===== src/rtl/valu_pkg.sv =====
`default_nettype none

package valu_pkg;

   // Field widths of the channels
   localparam int DATA_W   = 8;
   localparam int OPCODE_W = 3;
   localparam int INDEX_W  = 4;
   localparam int IMM_W    = 8;

   // Register file size
   localparam int NUM_REGISTERS_DEFAULT = 16;

   // Operation codes
   localparam logic [OPCODE_W-1:0] OP_LOAD = 3'd0;
   localparam logic [OPCODE_W-1:0] OP_IADD = 3'd1;
   localparam logic [OPCODE_W-1:0] OP_FADD = 3'd2;
   localparam logic [OPCODE_W-1:0] OP_OR   = 3'd3;
   localparam logic [OPCODE_W-1:0] OP_AND  = 3'd4;
   localparam logic [OPCODE_W-1:0] OP_XOR  = 3'd5;
   localparam logic [OPCODE_W-1:0] OP_ROTR = 3'd6;
   localparam logic [OPCODE_W-1:0] OP_KEEP = 3'd7;

   // Rotate amount uses the low bits of the immediate
   localparam int ROT_W = 3;

   // Float byte layout: sign, excess-4 exponent, 4-bit mantissa
   localparam int FLT_MANT_W  = 4;
   localparam int FLT_EXP_W   = 3;
   localparam int FLT_SIGN_B  = 7;
   // Operand magnitude (16 + m) << e, in units of 2^-8
   localparam int FLT_MAG_W   = (FLT_MANT_W + 1) + (1 << FLT_EXP_W) - 1;
   // Magnitude of a sum of two operands
   localparam int FLT_ABS_W   = FLT_MAG_W + 1;
   // Signed sum
   localparam int FLT_SUM_W   = FLT_ABS_W + 1;
   // Bit index range for the leading-one search
   localparam int FLT_MSB_W   = $clog2(FLT_ABS_W);
   // Leading-one position that maps to exponent field zero
   localparam int FLT_EXP_BASE = 4;
   localparam logic [FLT_EXP_W-1:0] FLT_EXP_MAX = '1;
   localparam logic [DATA_W-1:0]    FLT_ZERO    = 8'h00;

endpackage

`default_nettype wire


===== src/rtl/valu_req_if.sv =====
`default_nettype none

interface valu_req_if;
   import valu_pkg::*;

   logic                valid;
   logic                ready;
   logic [OPCODE_W-1:0] opcode;
   logic [INDEX_W-1:0]  dest_index;
   logic [INDEX_W-1:0]  src_s_index;
   logic [INDEX_W-1:0]  src_t_index;
   logic [IMM_W-1:0]    immediate;

   modport source (
      output valid, opcode, dest_index, src_s_index, src_t_index, immediate,
      input  ready
   );

   modport sink (
      input  valid, opcode, dest_index, src_s_index, src_t_index, immediate,
      output ready
   );

endinterface

`default_nettype wire


===== src/rtl/valu_rsp_if.sv =====
`default_nettype none

interface valu_rsp_if;
   import valu_pkg::*;

   logic               valid;
   logic               ready;
   logic [DATA_W-1:0]  written_value;
   logic [INDEX_W-1:0] written_index;

   modport source (
      output valid, written_value, written_index,
      input  ready
   );

   modport sink (
      input  valid, written_value, written_index,
      output ready
   );

endinterface

`default_nettype wire


===== src/rtl/valu_ram.sv =====
`default_nettype none

module valu_ram #(
   parameter int WIDTH = 8,
   parameter int DEPTH = 16
) (
   input  wire logic                     clock,
   input  wire logic                     wr_en,
   input  wire logic [$clog2(DEPTH)-1:0] wr_addr,
   input  wire logic [WIDTH-1:0]         wr_data,
   input  wire logic                     rd_en,
   input  wire logic [$clog2(DEPTH)-1:0] rd_addr_a,
   input  wire logic [$clog2(DEPTH)-1:0] rd_addr_b,
   output logic      [WIDTH-1:0]         rd_data_a,
   output logic      [WIDTH-1:0]         rd_data_b
);

   logic [WIDTH-1:0] mem_ff [DEPTH];
   logic [WIDTH-1:0] rd_a_ff;
   logic [WIDTH-1:0] rd_b_ff;

   // Write port
   always_ff @(posedge clock) begin
      if (wr_en) begin
         mem_ff[wr_addr] <= wr_data;
      end
   end

   // Registered read ports; a read at the written address returns old data
   always_ff @(posedge clock) begin
      if (rd_en) begin
         rd_a_ff <= mem_ff[rd_addr_a];
         rd_b_ff <= mem_ff[rd_addr_b];
      end
   end

   assign rd_data_a = rd_a_ff;
   assign rd_data_b = rd_b_ff;

endmodule

`default_nettype wire


===== src/rtl/valu_fadd.sv =====
`default_nettype none

module valu_fadd
   import valu_pkg::*;
(
   input  wire logic [DATA_W-1:0] operand_a,
   input  wire logic [DATA_W-1:0] operand_b,
   output logic      [DATA_W-1:0] sum
);

   logic [FLT_MAG_W-1:0]   mag_a;
   logic [FLT_MAG_W-1:0]   mag_b;
   logic signed [FLT_SUM_W-1:0] fix_a;
   logic signed [FLT_SUM_W-1:0] fix_b;
   logic signed [FLT_SUM_W-1:0] fix_sum;
   logic                   neg;
   logic [FLT_SUM_W-1:0]   abs_wide;
   logic [FLT_ABS_W-1:0]   abs_val;
   logic [FLT_MSB_W-1:0]   msb;
   logic [FLT_EXP_W-1:0]   shift;
   logic [FLT_SUM_W-1:0]   half;
   logic [FLT_SUM_W-1:0]   rounded;
   logic [FLT_SUM_W-1:0]   quot;

   // Decode both operands into signed fixed point
   always_comb begin
      mag_a = FLT_MAG_W'({1'b1, operand_a[FLT_MANT_W-1:0]})
              << operand_a[FLT_MANT_W +: FLT_EXP_W];
      mag_b = FLT_MAG_W'({1'b1, operand_b[FLT_MANT_W-1:0]})
              << operand_b[FLT_MANT_W +: FLT_EXP_W];
      fix_a = operand_a[FLT_SIGN_B] ? -$signed(FLT_SUM_W'(mag_a))
                                    :  $signed(FLT_SUM_W'(mag_a));
      fix_b = operand_b[FLT_SIGN_B] ? -$signed(FLT_SUM_W'(mag_b))
                                    :  $signed(FLT_SUM_W'(mag_b));
      fix_sum  = fix_a + fix_b;
      neg      = fix_sum[FLT_SUM_W-1];
      abs_wide = neg ? FLT_SUM_W'(-fix_sum) : FLT_SUM_W'(fix_sum);
      abs_val  = abs_wide[FLT_ABS_W-1:0];
   end

   // Find the leading one of the magnitude
   always_comb begin
      msb = '0;
      for (int i = 0; i < FLT_ABS_W; i++) begin
         if (abs_val[i]) begin
            msb = FLT_MSB_W'(i);
         end
      end
   end

   // Clamp the exponent, round half away from zero and pack the byte
   always_comb begin
      if (msb < FLT_MSB_W'(FLT_EXP_BASE)) begin
         shift = '0;
      end else if (msb > FLT_MSB_W'(FLT_EXP_BASE) + FLT_MSB_W'(FLT_EXP_MAX)) begin
         shift = FLT_EXP_MAX;
      end else begin
         shift = FLT_EXP_W'(msb - FLT_MSB_W'(FLT_EXP_BASE));
      end
      half    = (shift == '0) ? '0 : (FLT_SUM_W'(1) << (shift - FLT_EXP_W'(1)));
      rounded = FLT_SUM_W'(abs_val) + half;
      quot    = rounded >> shift;
      if (abs_val == '0) begin
         sum = FLT_ZERO;
      end else begin
         sum = {neg, shift, quot[FLT_MANT_W-1:0]};
      end
   end

endmodule

`default_nettype wire


===== src/rtl/vole_alu_8bit_int_float.sv =====
// Register-file ALU: 8-bit integer, bitwise and 8-bit float operations on a
// file of NUM_REGISTERS byte registers.
// req_chan carries one operation (opcode, destination, two sources and an
// immediate); rsp_chan returns the byte written and the destination index.
// Both channels use valid/ready; a transfer happens when both are high.
// An operation's sources are read from the register file as it transfers
// into the execute stage; its result then waits in the result register.
// Throughput: one operation per cycle while rsp_chan accepts results. The
// register file is read at the request transfer and written when the
// operation leaves the execute stage; a write-to-read collision is
// forwarded, so dependent operations issue back to back.
// Reset: synchronous; empties both stages and marks every register as
// zero through per-register valid bits, so no clearing pass is needed.
// Stall: while rsp_chan is held off, one result waits in the result
// register and one operation in the execute stage; req_chan.ready drops
// only when both are occupied.
// Register indexes are reduced modulo NUM_REGISTERS; opcode 7 rewrites the
// destination with its own value and still returns a result.

`default_nettype none

module vole_alu_8bit_int_float
   import valu_pkg::*;
#(
   parameter int NUM_REGISTERS = NUM_REGISTERS_DEFAULT
) (
   input  wire logic clock,
   input  wire logic reset,
   valu_req_if.sink  req_chan,
   valu_rsp_if.source rsp_chan
);

   localparam int IDX_W = (NUM_REGISTERS > 1) ? $clog2(NUM_REGISTERS) : 1;
   localparam bit REDUCE_IDX = NUM_REGISTERS < (1 << INDEX_W);

   // Reduce a raw index modulo the file size by repeated subtraction
   function automatic logic [INDEX_W-1:0] reduce_index(input logic [INDEX_W-1:0] raw);
      logic [INDEX_W-1:0] v;
      v = raw;
      for (int i = 0; i < (1 << (INDEX_W - 1)); i++) begin
         if (REDUCE_IDX && (int'(v) >= NUM_REGISTERS)) begin
            v = v - INDEX_W'(NUM_REGISTERS);
         end
      end
      return v;
   endfunction

   // Request side
   logic               req_xfer;
   logic [IDX_W-1:0]   addr_a;
   logic [IDX_W-1:0]   addr_b;
   logic [IDX_W-1:0]   dest_addr;

   // Execute stage
   logic               s1_valid_ff, s1_valid_in;
   logic [OPCODE_W-1:0] s1_op_ff;
   logic [IDX_W-1:0]   s1_dest_ff;
   logic [IMM_W-1:0]   s1_imm_ff;
   logic               a_fwd_ff, b_fwd_ff;
   logic               a_live_ff, b_live_ff;
   logic [DATA_W-1:0]  fwd_value_ff;
   logic               s1_advance;

   // Register file
   logic [NUM_REGISTERS-1:0] live_ff, live_in;
   logic [DATA_W-1:0]  ram_a;
   logic [DATA_W-1:0]  ram_b;
   logic [DATA_W-1:0]  opnd_a;
   logic [DATA_W-1:0]  opnd_b;
   logic [DATA_W-1:0]  fadd_sum;
   logic [2*DATA_W-1:0] rot_dbl;
   logic [DATA_W-1:0]  result;

   // Result register
   logic               out_valid_ff, out_valid_in;
   logic [DATA_W-1:0]  out_value_ff;
   logic [INDEX_W-1:0] out_index_ff;

   // Handshake: the execute stage moves on when the result register frees up
   assign s1_advance      = s1_valid_ff && (!out_valid_ff || rsp_chan.ready);
   assign req_chan.ready  = !s1_valid_ff || s1_advance;
   assign req_xfer        = req_chan.valid && req_chan.ready;

   // Source addresses; the keep opcode reads its own destination on port A
   assign dest_addr = IDX_W'(reduce_index(req_chan.dest_index));
   assign addr_a    = (req_chan.opcode == OP_KEEP) ? dest_addr
                                                   : IDX_W'(reduce_index(req_chan.src_s_index));
   assign addr_b    = IDX_W'(reduce_index(req_chan.src_t_index));

   valu_ram #(
      .WIDTH (DATA_W),
      .DEPTH (NUM_REGISTERS)
   ) u_regfile (
      .clock     (clock),
      .wr_en     (s1_advance),
      .wr_addr   (s1_dest_ff),
      .wr_data   (result),
      .rd_en     (req_xfer),
      .rd_addr_a (addr_a),
      .rd_addr_b (addr_b),
      .rd_data_a (ram_a),
      .rd_data_b (ram_b)
   );

   // Mark registers written since reset
   always_comb begin
      live_in = live_ff;
      if (s1_advance) begin
         live_in[s1_dest_ff] = 1'b1;
      end
   end

   always_ff @(posedge clock) begin
      if (reset) begin
         live_ff <= '0;
      end else begin
         live_ff <= live_in;
      end
   end

   // Load the execute stage; forward a write that lands in the same cycle
   assign s1_valid_in = req_xfer || (s1_valid_ff && !s1_advance);

   always_ff @(posedge clock) begin
      if (reset) begin
         s1_valid_ff <= 1'b0;
      end else begin
         s1_valid_ff <= s1_valid_in;
      end
   end

   always_ff @(posedge clock) begin
      if (req_xfer) begin
         s1_op_ff     <= req_chan.opcode;
         s1_dest_ff   <= dest_addr;
         s1_imm_ff    <= req_chan.immediate;
         a_fwd_ff     <= s1_advance && (s1_dest_ff == addr_a);
         b_fwd_ff     <= s1_advance && (s1_dest_ff == addr_b);
         a_live_ff    <= live_ff[addr_a];
         b_live_ff    <= live_ff[addr_b];
         fwd_value_ff <= result;
      end
   end

   // Pick operands: forwarded byte, stored byte, or zero if never written
   assign opnd_a = a_fwd_ff ? fwd_value_ff : (a_live_ff ? ram_a : '0);
   assign opnd_b = b_fwd_ff ? fwd_value_ff : (b_live_ff ? ram_b : '0);

   valu_fadd u_fadd (
      .operand_a (opnd_a),
      .operand_b (opnd_b),
      .sum       (fadd_sum)
   );

   assign rot_dbl = {opnd_a, opnd_a} >> s1_imm_ff[ROT_W-1:0];

   // Select the operation result
   always_comb begin
      case (s1_op_ff)
         OP_LOAD: result = s1_imm_ff;
         OP_IADD: result = opnd_a + opnd_b;
         OP_FADD: result = fadd_sum;
         OP_OR:   result = opnd_a | opnd_b;
         OP_AND:  result = opnd_a & opnd_b;
         OP_XOR:  result = opnd_a ^ opnd_b;
         OP_ROTR: result = rot_dbl[DATA_W-1:0];
         default: result = opnd_a;
      endcase
   end

   // Result register: hold while the receiver stalls
   assign out_valid_in = s1_advance || (out_valid_ff && !rsp_chan.ready);

   always_ff @(posedge clock) begin
      if (reset) begin
         out_valid_ff <= 1'b0;
      end else begin
         out_valid_ff <= out_valid_in;
      end
   end

   always_ff @(posedge clock) begin
      if (s1_advance) begin
         out_value_ff <= result;
         out_index_ff <= INDEX_W'(s1_dest_ff);
      end
   end

   assign rsp_chan.valid         = out_valid_ff;
   assign rsp_chan.written_value = out_value_ff;
   assign rsp_chan.written_index = out_index_ff;

endmodule

`default_nettype wire

===== src/flat_wrapper.sv =====
// flat-port wrapper written by rule: the top's interface ports become plain ports
module vole_alu_8bit_int_float_flat import valu_pkg::*;
#(
   parameter int NUM_REGISTERS = NUM_REGISTERS_DEFAULT
)
  (clock, reset, req_chan_valid, req_chan_opcode, req_chan_dest_index, req_chan_src_s_index, req_chan_src_t_index, req_chan_immediate, req_chan_ready, rsp_chan_valid, rsp_chan_written_value, rsp_chan_written_index, rsp_chan_ready);
  valu_req_if req_chan_i ();
  valu_rsp_if rsp_chan_i ();
  input  wire logic clock;
  input  wire logic reset;
  input wire logic [$bits(req_chan_i.valid)-1:0] req_chan_valid;
  input wire logic [$bits(req_chan_i.opcode)-1:0] req_chan_opcode;
  input wire logic [$bits(req_chan_i.dest_index)-1:0] req_chan_dest_index;
  input wire logic [$bits(req_chan_i.src_s_index)-1:0] req_chan_src_s_index;
  input wire logic [$bits(req_chan_i.src_t_index)-1:0] req_chan_src_t_index;
  input wire logic [$bits(req_chan_i.immediate)-1:0] req_chan_immediate;
  output wire logic [$bits(req_chan_i.ready)-1:0] req_chan_ready;
  output wire logic [$bits(rsp_chan_i.valid)-1:0] rsp_chan_valid;
  output wire logic [$bits(rsp_chan_i.written_value)-1:0] rsp_chan_written_value;
  output wire logic [$bits(rsp_chan_i.written_index)-1:0] rsp_chan_written_index;
  input wire logic [$bits(rsp_chan_i.ready)-1:0] rsp_chan_ready;
  assign req_chan_i.valid = req_chan_valid;
  assign req_chan_i.opcode = req_chan_opcode;
  assign req_chan_i.dest_index = req_chan_dest_index;
  assign req_chan_i.src_s_index = req_chan_src_s_index;
  assign req_chan_i.src_t_index = req_chan_src_t_index;
  assign req_chan_i.immediate = req_chan_immediate;
  assign req_chan_ready = req_chan_i.ready;
  assign rsp_chan_valid = rsp_chan_i.valid;
  assign rsp_chan_written_value = rsp_chan_i.written_value;
  assign rsp_chan_written_index = rsp_chan_i.written_index;
  assign rsp_chan_i.ready = rsp_chan_ready;
  vole_alu_8bit_int_float #(.NUM_REGISTERS(NUM_REGISTERS)) u_core (.clock(clock), .reset(reset), .req_chan(req_chan_i), .rsp_chan(rsp_chan_i));
endmodule

===== config.mk =====
export PLATFORM = sky130hd
export DESIGN_NAME = vole_alu_8bit_int_float_flat
export DESIGN_NICKNAME = d
export VERILOG_FILES = /design/src/rtl/valu_pkg.sv /design/src/rtl/valu_req_if.sv /design/src/rtl/valu_rsp_if.sv /design/src/rtl/valu_ram.sv /design/src/rtl/valu_fadd.sv /design/src/rtl/vole_alu_8bit_int_float.sv /design/src/flat_wrapper.sv
export SDC_FILE = /design/constraint.sdc
export NUM_CORES = 1
export LEC_CHECK = 0
export ABC_AREA = 1
export BUFFER_PORTS_ARGS = -buffer_cell sky130_fd_sc_hd__buf_2
export CORE_MARGIN = 2
export CORE_UTILIZATION = 40
export CTS_CLUSTER_SIZE = 30
export DETAILED_ROUTE_END_ITERATION = 8
export MAX_ROUTING_LAYER = met4
export PLACE_DENSITY = 0.55
export SETUP_SLACK_MARGIN = 0.02
export SLEW_MARGIN = 30
export SYNTH_ARGS = -nofsm -noshare
export SYNTH_HDL_FRONTEND = slang
export SYNTH_SLANG_ARGS = --single-unit

===== constraint.sdc =====
create_clock -name clock -period 12.9 [get_ports clock]
set_input_delay 0 -clock clock [delete_from_list [all_inputs] [get_ports clock]]
set_output_delay 0 -clock clock [all_outputs]
set_load 0.01 [all_outputs]

==> reports/summary.txt <==
Outcome -> completed
Async S/R FF share, synth -> 0
Count of flip-flops with a built-in enable after synthesis -> 183
Share of synthesized area occupied by flip-flops and latches -> 0.458
Total die area -> 33400 sq um
Maximum number of pins on one net before global-route repair -> 75
Count of buffering cells on the critical path with inverters included -> 4
R2R depth -> 46
Clk sink count -> 201
Number of warning messages in the yosys log -> 0
Cell with the most instances after synthesis -> sky130_fd_sc_hd__nor2_1
Sequential fraction of design power -> 0.298
Slew @ Worst Pin -> 986 ps
Power per Cell Area -> 187 nW/um^2
Number of buffers added by the clock tree synthesis step -> 22
Kind of capture point of the worst setup path -> flop
CTS tree -> built
Detailed-route via count -> 11500
Final number of setup-violating endpoints -> 0
Most used routing layer -> met2
Worst path slowest cell -> sky130_fd_sc_hd__a21oi_2
Cell at the root of the clock tree -> sky130_fd_sc_hd__clkbuf_16
Flops & latches, synth -> 201
Post-Synthesis Mean Instance Area -> 8.24 sq um
Net count reported at finish -> 1659
Switching Fraction -> 0.417
Worst Skew -> 14.5 ps
Core ar. -> 31600 sq um
Path length in cells of the critical path -> 46
Top cells by instance count after synthesis -> sky130_fd_sc_hd__nor2_1 (260), sky130_fd_sc_hd__nand2_1 (233), sky130_fd_sc_hd__o21ai_0 (213)
Share of power burned in the clock network -> 0.227
Combinational share of power -> 0.475
ANT cells -> 0
Post-Route WL -> 40700 microns
Area share of the leading cell type in the synthesized netlist -> 0.429
Number of DRC violations after detailed routing -> 0
Highest clock frequency the design can meet -> 113 MHz
Wirelength per Cell -> 20.2 microns
Top_reg_cell synth -> sky130_fd_sc_hd__edfxtp_1
Crit-path max FO -> 18
Internal Pwr Total -> 0.00156 W
DRC marker count from the first detailed-route iteration -> 1109
Worst slew slack as a fraction of its limit -> 0.341
Peak supply drop -> 0.115 mV
Grt met1 use -> 0.302
Global-route wire length before repair -> 62000 microns
RSZ-0062 raised after global routing -> false
Resized Gates After CTS -> 0
Top-level port count -> 41
Sw Pwr -> 0.00111 W
Largest cells by area after synthesis -> sky130_fd_sc_hd__edfxtp_1 (43%), sky130_fd_sc_hd__o21ai_0 (8.3%), sky130_fd_sc_hd__nor2_1 (7.6%), sky130_fd_sc_hd__nand2_1 (6.8%), sky130_fd_sc_hd__inv_1 (4.0%)
Area Growth Syn to Fin -> 12.0%
End-of-flow core utilization -> 0.454
Gpl congestion -> 0.926
Fraction of final layout cells with drive strength greater than 1 -> 0.0987
Detail Route Antenna Nets -> 0
Leakage dissipation -> 5.70 nW
Part of the cycle the worst path needs -> 0.689
Total standard cell area after synthesis -> 12800 sq um
Die width -> 183 microns
Die span in y -> 183 microns
Worst path max stage delay -> 600 ps
Required time of the critical path -> 13110 ps
Overflow left after global routing -> 0
Max-slew violation total from the final report -> 0
Critical path launch point type -> flop
Number of port buffers -> 40
Met2 capacity usage during global routing -> 0.430
Post-detail-place hpwl -> 27000 microns
Met3 track demand over resource -> 0.0199
Endpoint arrival time on the critical path -> 9100 ps
Most repeated library cell on the critical path -> sky130_fd_sc_hd__nand2_1
Dominant cell type by area after synthesis -> sky130_fd_sc_hd__edfxtp_1
First-pass DRT Iterations -> 6
Clock period minus final worst setup slack -> 8880 ps
Worst path top cell family by delay -> simple AND/OR/NAND/NOR gates
Initial cell density of the core -> 0.405
Critical path class -> reg -> reg
Gate count of the mapped netlist -> 1553
H-tree lvl count -> 1
Later-pin clock latency in the skew report -> 510 ps
Number of vias per cell -> 5.72
Hold path depth -> 3
Number of different library cells in the post-synthesis netlist -> 56
Vias in the first global route -> 10900
GRT Overall Usage -> 0.249
Post-route setup TNS -> 0 ps
Hold Crit Class -> in -> reg
Worst-case clock buffer depth -> 3
Number of antenna violations at the first check in global routing -> 0
Clock transition at the register clock pins on the worst setup and hold paths after CTS -> 60 ps
Net Count, Synth -> 1616
Reported max-cap violation count -> 0
Number of endpoints with negative hold slack in the final report -> 0
Number of placement rows -> 65
-- power groups by stage --
stage / Sequential (W) / Clock (W) / Combinational, W
floorplan: 0.000807 / 0 / 0.000976
global placement: 0.000810 / 0 / 0.00126
detailed placement: 0.000811 / 0 / 0.00125
CTS: 0.000797 / 0.000617 / 0.00127
global route: 0.000799 / 0.000642 / 0.00143
finish: 0.000797 / 0.000607 / 0.00127
-- final cells by class --
cell class | count | area [sq um]
clock buffer | 31 | 626
fill | 3110 | 17200
tap | 402 | 503
multi-input combinational | 1126 | 6070
timing repair buffer | 89 | 616
inverter | 156 | 587
sequential | 201 | 5860
clock inverter | 8 | 66.3
-- flip-flops by register name, summed over array words and instances, names as in the netlist --
signal / flops
u_core.u_regfile.rd_data_a: 8
u_core.s1_imm_ff: 8
u_core.a_live_ff: 1
u_core.u_regfile.mem_ff: 128
u_core.fwd_value_ff: 8
u_core.b_fwd_ff: 1
u_core.s1_dest_ff: 4
u_core.live_ff: 16
u_core.s1_valid_ff: 1
u_core.rsp_chan.written_index: 4
u_core.a_fwd_ff: 1
u_core.u_regfile.rd_data_b: 8
u_core.s1_op_ff: 3
u_core.rsp_chan.valid: 1
u_core.rsp_chan.written_value: 8
u_core.b_live_ff: 1
-- through the flow --
step	power, W	hold slack (ps)	cells	setup WS, ps	cell area (sq um)
after global routing	0.00287	79.5	2013	3100	14300
after floorplan	0.00178	98.9	1553	5640	12800
final	0.00267	61.8	2013	4020	14300
after CTS	0.00268	40.9	2012	3900	14300
after detailed placement	0.00206	179	1953	3940	13400
after global placement	0.00207	182	1953	3630	13400
-- cells by family (layout without fill, tap and decap cells) --
family	Yosys count	after routing	share of synthesized area
compound gates	402	402	0.189
flops	201	201	0.458
simple gates	642	642	0.213
other cells	1	1	0.000293
xor+xnor	45	45	0.0334
buf+inv	226	284	0.0700
fa+ha+maj	36	36	0.0370
-- cell usage in the layout (no fill, tap or decap), types with 41 or more instances in the layout --
master                     Yosys  routed
sky130_fd_sc_hd__o221ai_1     51      51
sky130_fd_sc_hd__a21oi_1      58      57
sky130_fd_sc_hd__edfxtp_1    183     183
sky130_fd_sc_hd__nand2_1     233     233
sky130_fd_sc_hd__buf_2         2      41
sky130_fd_sc_hd__o21ai_0     213     209
sky130_fd_sc_hd__nor2_1      260     255
sky130_fd_sc_hd__inv_1       138     137
sky130_fd_sc_hd__nand3_1      96      96
-- worst paths after layout --
| kind | end | slack, ps | start |
|---|---|---|---|
| worst max-delay path | u_core.u_regfile.mem_ff[14][3]$_DFFE_PP_ | 4020 | u_core.b_fwd_ff$_DFFE_PP_ |
| worst min-delay path | u_core.u_regfile.rd_data_b[4]$_DFFE_PP_ | 60 | req_chan_src_t_index[3] |
| worst max register to register | u_core.u_regfile.mem_ff[14][3]$_DFFE_PP_ | 4020 | u_core.b_fwd_ff$_DFFE_PP_ |
| worst min register to register | u_core.live_ff[13]$_SDFFE_PP0P_ | 470 | u_core.live_ff[13]$_SDFFE_PP0P_ |
-- tightest hold or removal path, stage by stage --
cell and delay [ps]:
sky130_fd_sc_hd__buf_2 220, sky130_fd_sc_hd__nand3_1 130, sky130_fd_sc_hd__nand2_1 60
-- metal layers --
layer | share of wire | vias up
li1 | - | 5493
met1 | 0.40 | 5441
met2 | 0.50 | 475
met3 | 0.069 | 102
met4 | 0.037 | 0
met5 | 0 | -
-- what timing repair did --
item,in CTS,in global routing
hold buffers,20,0
hold endpoints to repair,33,0
setup buffers,0,0
endpoints found under the setup margin,0,0
Note: power is estimated with default switching activity, not from simulation.
